`config.mk`:
```
export PLATFORM = sky130hd
export DESIGN_NAME = i2a_ctrl
export DESIGN_NICKNAME = d
export VERILOG_FILES = /design/src/hdl/i2a_pkg.sv /design/src/hdl/i2a_ctrl.sv
export SDC_FILE = /design/constraint.sdc
export NUM_CORES = 1
export LEC_CHECK = 0
export ABC_AREA = 1
export BUFFER_PORTS_ARGS = -buffer_cell sky130_fd_sc_hd__buf_2
export CORE_AREA = 2 2 39 41
export DETAILED_ROUTE_END_ITERATION = 6
export DIE_AREA = 0 0 41 43
export PLACE_DENSITY_LB_ADDON = 0.12
export SLEW_MARGIN = 20
export SYNTH_ARGS = -nofsm -noshare
export SYNTH_HDL_FRONTEND = slang
export SYNTH_SLANG_ARGS = --single-unit
```
`constraint.sdc`:
```
create_clock -name clock -period 2.1 [get_ports clock]
set_input_delay 0.42 -clock clock [delete_from_list [all_inputs] [get_ports clock]]
set_output_delay 0.42 -clock clock [all_outputs]
set_load 0.01 [all_outputs]
```
`src/hdl/i2a_pkg.sv`:
```
// Package with widths, ASCII constants and control types of the integer to ASCII block
package i2a_pkg;

   localparam int OP_W    = 1;
   localparam int VALUE_W = 32;
   localparam int CHAR_W  = 8;
   localparam int WIDTH_W = 5;

   // Radix select codes
   localparam logic [OP_W-1:0] OP_DEC = 1'b0;
   localparam logic [OP_W-1:0] OP_HEX = 1'b1;

   // Digit store: ten decimal digits cover 32 bits
   localparam int DIG_DEPTH = 10;
   localparam int DIG_IDX_W = $clog2(DIG_DEPTH);
   localparam int DIGIT_W   = 4;

   // Reciprocal of ten, exact for 32-bit operands with a shift of 35
   localparam logic [31:0] DEC_RECIP = 32'hCCCC_CCCD;
   localparam int          DEC_SHIFT = 35;
   localparam logic [DIGIT_W-1:0] DEC_RADIX = 4'd10;

   localparam logic [CHAR_W-1:0] ASCII_ZERO       = 8'h30;
   localparam logic [CHAR_W-1:0] ASCII_ALPHA_BASE = 8'h60;
   localparam logic [CHAR_W-1:0] ASCII_MINUS      = 8'h2D;

   typedef struct packed {
      logic load;
      logic conv_step;
      logic emit_sign;
      logic emit_fill;
      logic emit_digit;
   } i2a_cmd_type;

   typedef struct packed {
      logic conv_done;
      logic neg;
      logic fill_zero;
      logic dig_zero;
      logic out_free;
   } i2a_sts_type;

endpackage

```
`src/hdl/i2a_ctrl.sv`:
```
// Controller state machine sequencing convert, sign, fill and digit phases
module i2a_ctrl (
   input  logic                 clock,
   input  logic                 reset,
   input  logic                 req_valid,
   output logic                 req_ready,
   input  i2a_pkg::i2a_sts_type sts,
   output i2a_pkg::i2a_cmd_type cmd
);
   import i2a_pkg::*;

   localparam logic [2:0] ST_IDLE  = 3'd0;
   localparam logic [2:0] ST_CONV  = 3'd1;
   localparam logic [2:0] ST_SIGN  = 3'd2;
   localparam logic [2:0] ST_FILL  = 3'd3;
   localparam logic [2:0] ST_DIGIT = 3'd4;

   logic [2:0] state_ff;
   logic [2:0] state_in;

   assign req_ready = (state_ff == ST_IDLE);

   // Decode next state and datapath commands
   always_comb begin
      state_in = state_ff;
      cmd      = '0;
      case (state_ff)
         ST_IDLE: begin
            if (req_valid) begin
               cmd.load = 1'b1;
               state_in = ST_CONV;
            end
         end
         ST_CONV: begin
            cmd.conv_step = 1'b1;
            if (sts.conv_done) begin
               state_in = ST_SIGN;
            end
         end
         ST_SIGN: begin
            if (!sts.neg) begin
               state_in = ST_FILL;
            end else if (sts.out_free) begin
               cmd.emit_sign = 1'b1;
               state_in      = ST_FILL;
            end
         end
         ST_FILL: begin
            if (sts.fill_zero) begin
               state_in = ST_DIGIT;
            end else if (sts.out_free) begin
               cmd.emit_fill = 1'b1;
            end
         end
         ST_DIGIT: begin
            if (sts.out_free) begin
               cmd.emit_digit = 1'b1;
               if (sts.dig_zero) begin
                  state_in = ST_IDLE;
               end
            end
         end
         default: begin
            state_in = ST_IDLE;
         end
      endcase
   end

   // Advance state
   always_ff @(posedge clock) begin
      if (reset) begin
         state_ff <= ST_IDLE;
      end else begin
         state_ff <= state_in;
      end
   end
endmodule

```
## Yosys cells after proc, flatten, opt, wreduce, memory -nomap -nowiden

Index checks and enable logic that the tools add are counted.
Widths: inputs -> output; s select.

- Shifts and indexed selects: 0
- Muxes and demuxes: 17
- Equal/unequal tests: 10
- $lt $le $gt $ge: 0
- Multiply operators: 0
- Add/sub/neg operators: 0
- Bitwise operators: 0
- Divide/modulo/power cells: 0
- Reduce and logical (&&, ||, !) cells: 2

Operators with widths:

| cell | count |
|---|---|
| $mux 3 | 7 |
| $pmux 3 s5 | 1 |
| $ne 2x2->1 const B | 5 |
| $mux 1 | 9 |
| $eq 3x2->1 const B | 2 |
| $reduce_and 6->1 | 1 |
| $eq 3x1->1 const B | 1 |
| $eq 3x3->1 const B | 1 |
| $logic_not 3->1 | 1 |
| $ne 3x3->1 const B | 1 |

- Register bits: 3
- Bits in latches: 0
- Output and inout bits: 6
- Input bits: 8
- ROM bits: 0
- Memory bits (writable): 0
- Word-level logic and storage cells: 30
- Memories kept: 0

## Logic depth before layout (Yosys ltp)

- Depth after elaboration: 3
- Depth in mapped cells: 8
- Depth with buffers taken out: 8

## Worst setup path after synthesis

OpenSTA, ideal clock, no wires.

- Path kind: register to output
- Start point: register state_ff[1]
- End point: output port cmd[0] (netlist name)
- Slack: 0.803 ns
- Required time: 1.680 ns
- Stages on the path, launching flop included: 3
- Arrival time: 0.877 ns
- Path buffers: 1
- Cells stage by stage: dfxtp_1 > buf_6 > nor4_1

RTL lines:

| what | line | text |
|---|---|---|
| start: declaration | i2a_ctrl.sv:18 | `logic [2:0] state_ff;` |
| start signal: assignment | i2a_ctrl.sv:74 | `state_ff <= state_in;` |
| end: declaration | i2a_ctrl.sv:8 | `output i2a_pkg::i2a_cmd_type cmd` |

==> run_summary.xml <==
<?xml version="1.0" encoding="UTF-8"?>
<metrics>
  <group name="status">
    <metric name="outcome" unit="">completed</metric>
  </group>
  <group name="critical_path">
    <metric name="arrival" unit="ns">1.17</metric>
    <metric name="critical_path.max_fanout" unit="">11</metric>
    <metric name="critPathKind" unit="">reg2out</metric>
    <metric name="worstSetupEndpointType" unit="">output pin</metric>
    <metric name="timing.critical_path.from_type" unit="">flip-flop</metric>
    <metric name="worstPathRequired" unit="ns">1.68</metric>
  </group>
  <group name="drt">
    <metric name="wl_met1" unit="um">276</metric>
    <metric name="post-route-drc-count" unit="">0</metric>
    <metric name="routed_wire_length_per_instance" unit="um">7.89</metric>
    <metric name="drt-total-wl" unit="um">623</metric>
    <metric name="route.vias.total" unit="">324</metric>
    <metric name="met2_wirelength" unit="um">310</metric>
    <metric name="detail-route-antenna-nets" unit="">0</metric>
    <metric name="highest_layer" unit="">met3</metric>
    <metric name="drtIter0Drc" unit="">8</metric>
    <metric name="met3_wirelength" unit="um">36</metric>
    <metric name="post_detailed_route_via_to_cell_ratio" unit="">4.10</metric>
    <metric name="drt_pre_antenna_iters" unit="">2</metric>
  </group>
  <group name="cells_and_area">
    <metric name="syn2layout_area_growth" unit="%">37.0</metric>
    <metric name="layout.filler_cells" unit="">166</metric>
    <metric name="finalInstanceArea" unit="um^2">370</metric>
    <metric name="drive_gt1_share" unit="%">34.9</metric>
    <metric name="antenna_cells_inserted" unit="">0</metric>
    <metric name="register_area" unit="um^2">60.1</metric>
    <metric name="top_regs" unit="">state_ff: 3 flops</metric>
    <metric name="post-route-util" unit="%">26.8</metric>
    <metric name="nNetsFinal" unit="">72</metric>
    <metric name="multi_input_area" unit="um^2">158</metric>
    <metric name="largest_register_ff_count" unit="">3</metric>
    <metric name="max_flop_register" unit="">state_ff</metric>
  </group>
  <group name="cts">
    <metric name="htree_num_levels" unit="">1</metric>
    <metric name="cts_setup_buffers" unit="">0</metric>
    <metric name="ctsHoldBuffers" unit="">0</metric>
    <metric name="clock-sinks" unit="">3</metric>
    <metric name="tritoncts.num_buffers" unit="">3</metric>
    <metric name="clock_tree.buffer_depth" unit="">2</metric>
    <metric name="worst_skew_pair.late_latency" unit="ns">0.23</metric>
    <metric name="clk_root_buffer_cell" unit="">clkbuf_4</metric>
    <metric name="clk_transition_reported_paths" unit="ns">0.04</metric>
    <metric name="cts_tree" unit="">yes</metric>
    <metric name="postCtsResizedCells" unit="">0</metric>
  </group>
  <group name="floorplanning">
    <metric name="ios" unit="">14</metric>
    <metric name="die_area" unit="um^2">1760</metric>
    <metric name="floorplan.initialDensity" unit="%">19.5</metric>
    <metric name="placeable_area" unit="um^2">1380</metric>
    <metric name="die_h" unit="um">43</metric>
    <metric name="row_count" unit="">14</metric>
    <metric name="die_width" unit="um">41</metric>
  </group>
  <group name="timing">
    <metric name="finClkSkew" unit="ns">0.00295</metric>
    <metric name="slew_headroom" unit="%">76.3</metric>
    <metric name="fin_hold_ws" unit="ns">0.444</metric>
    <metric name="timing_max_transition_violations_final" unit="">0</metric>
    <metric name="finalHoldViolCount" unit="">0</metric>
    <metric name="fmaxAchievable" unit="MHz">628</metric>
    <metric name="tightestPinTransition" unit="ns">0.355</metric>
    <metric name="setup-violations-final" unit="">0</metric>
    <metric name="finalSetupTns" unit="ns">0</metric>
    <metric name="final.period_utilization" unit="%">75.8</metric>
    <metric name="post_route_minimum_period" unit="ns">1.59</metric>
    <metric name="rsz0062_at_grt" unit="">false</metric>
  </group>
  <group name="synth">
    <metric name="synth_sequential_area_ratio" unit="%">22.2</metric>
    <metric name="async_flop_share" unit="%">0</metric>
    <metric name="yosys.area.top_type" unit="">dfxtp_1</metric>
    <metric name="count_of_flip_flops_with_a_built_in_enable_after_synthesis" unit="">0</metric>
    <metric name="synth.top_cell.area_share" unit="%">22.2</metric>
    <metric name="netlist_instances" unit="">47</metric>
    <metric name="postSynth.topFlopCell" unit="">dfxtp_1</metric>
    <metric name="syn_area_per_cell" unit="um^2">5.75</metric>
    <metric name="post_synth_main_area_contributors" unit="">dfxtp_1, inv_1, nand2_1, nor2_1, nand3_1</metric>
    <metric name="synth.distinct_cells" unit="">14</metric>
    <metric name="postSynthRegisterBits" unit="">3</metric>
    <metric name="post_synthesis_instance_area" unit="um^2">270</metric>
    <metric name="ys_top_cells_by_count" unit="">inv_1, nand2_1, nor2_1, nand3_1</metric>
    <metric name="postSynthNetCount" unit="">55</metric>
    <metric name="yosysWarnings" unit="">0</metric>
  </group>
  <group name="pwr">
    <metric name="vdd_ir_drop_max" unit="V">0.000341</metric>
    <metric name="powerDensity" unit="nW/um^2">1460</metric>
    <metric name="leakagePower" unit="nW">0.221</metric>
  </group>
  <group name="global_route">
    <metric name="grt_max_degree" unit="">12</metric>
    <metric name="initial_antenna_violation_count" unit="">0</metric>
    <metric name="grt_first_pass_wirelength" unit="um">1050</metric>
    <metric name="gr-total-overflow" unit="">0</metric>
    <metric name="grt.total_usage" unit="%">9.33</metric>
    <metric name="first_global_vias" unit="">268</metric>
  </group>
  <group name="min_path">
    <metric name="min-delay-path-class" unit="">in2reg</metric>
  </group>
  <group name="place">
    <metric name="place_hpwl" unit="um">515</metric>
    <metric name="io_buffers" unit="">13</metric>
    <metric name="gpl.final_weighted_congestion" unit="">0.674</metric>
    <metric name="post_dp_cell_area" unit="um^2">344</metric>
  </group>
  <group name="run">
    <metric name="drv.max_cap_violation_count" unit="">0</metric>
  </group>
</metrics>
## final timing paths
path                                   from           to  slack [ns]  cells past startpoint
worst max-delay path            state_ff[1]       cmd[2]        0.51                      3
worst min register to register  state_ff[2]  state_ff[2]        0.58                      2
worst max register to register  state_ff[1]  state_ff[0]        0.85                      7
worst min-delay path                  reset  state_ff[1]        0.44                      4
## layout by cell type, fill, tap and decap left out
master	count
nand3_2	1
inv_2	2
buf_2	13
nand2_1	9
o21bai_1	1
nand3_1	4
clkbuf_1	1
nor3_1	3
nor2_2	2
nor4_1	1
nor3_2	1
clkbuf_4	3
dfxtp_1	3
nor2_1	8
inv_1	9
nand4_1	2
## logic make-up (layout without fill, tap and decap cells)
group	Yosys count	in the layout	synth area share (%)
flip-flops	3	3	22.2
buffers and inverters	12	28	19.4
AO/OA/AOI/OAI	1	1	2.78
AND/OR/NAND/NOR	31	31	55.6
## per-layer routing
metal	track usage (%)	vias to the layer above
met2	12.2	8
met4	8.00	0
li1	-	178
met5	0	-
met1	10.6	138
met3	4.71	0
## report_power, final
group	leakage, nW	switching (mW)	internal [mW]
clock	0.0150	0.0299	0.0712
sequential	0.0249	0.0547	0.0848
combinational	0.181	0.180	0.120
total	0.221	0.264	0.277
## worst max-delay path, stage by stage, from the launching register on
cell	delay [ns]
dfxtp_1	0.52
nand2_1	0.13
nor3_1	0.13
buf_2	0.15
## final cells by class
class,count,area share (%)
multi-input combinational,32,42.6
timing repair buffer,13,17.6
sequential,3,16.2
inverter,11,11.1
clock buffer,4,7.09
tap,16,5.41
## through the flow
step / total power [mW] / std cells / setup WS, ns
after floorplan: 0.371 / 47 / 0.803
after global placement: 0.461 / 75 / 0.729
after detailed placement: 0.449 / 75 / 0.746
after CTS: 0.556 / 79 / 0.483
after global routing: 0.621 / 79 / 0.390
final: 0.541 / 79 / 0.508
Note: power is estimated with default switching activity, not from simulation.
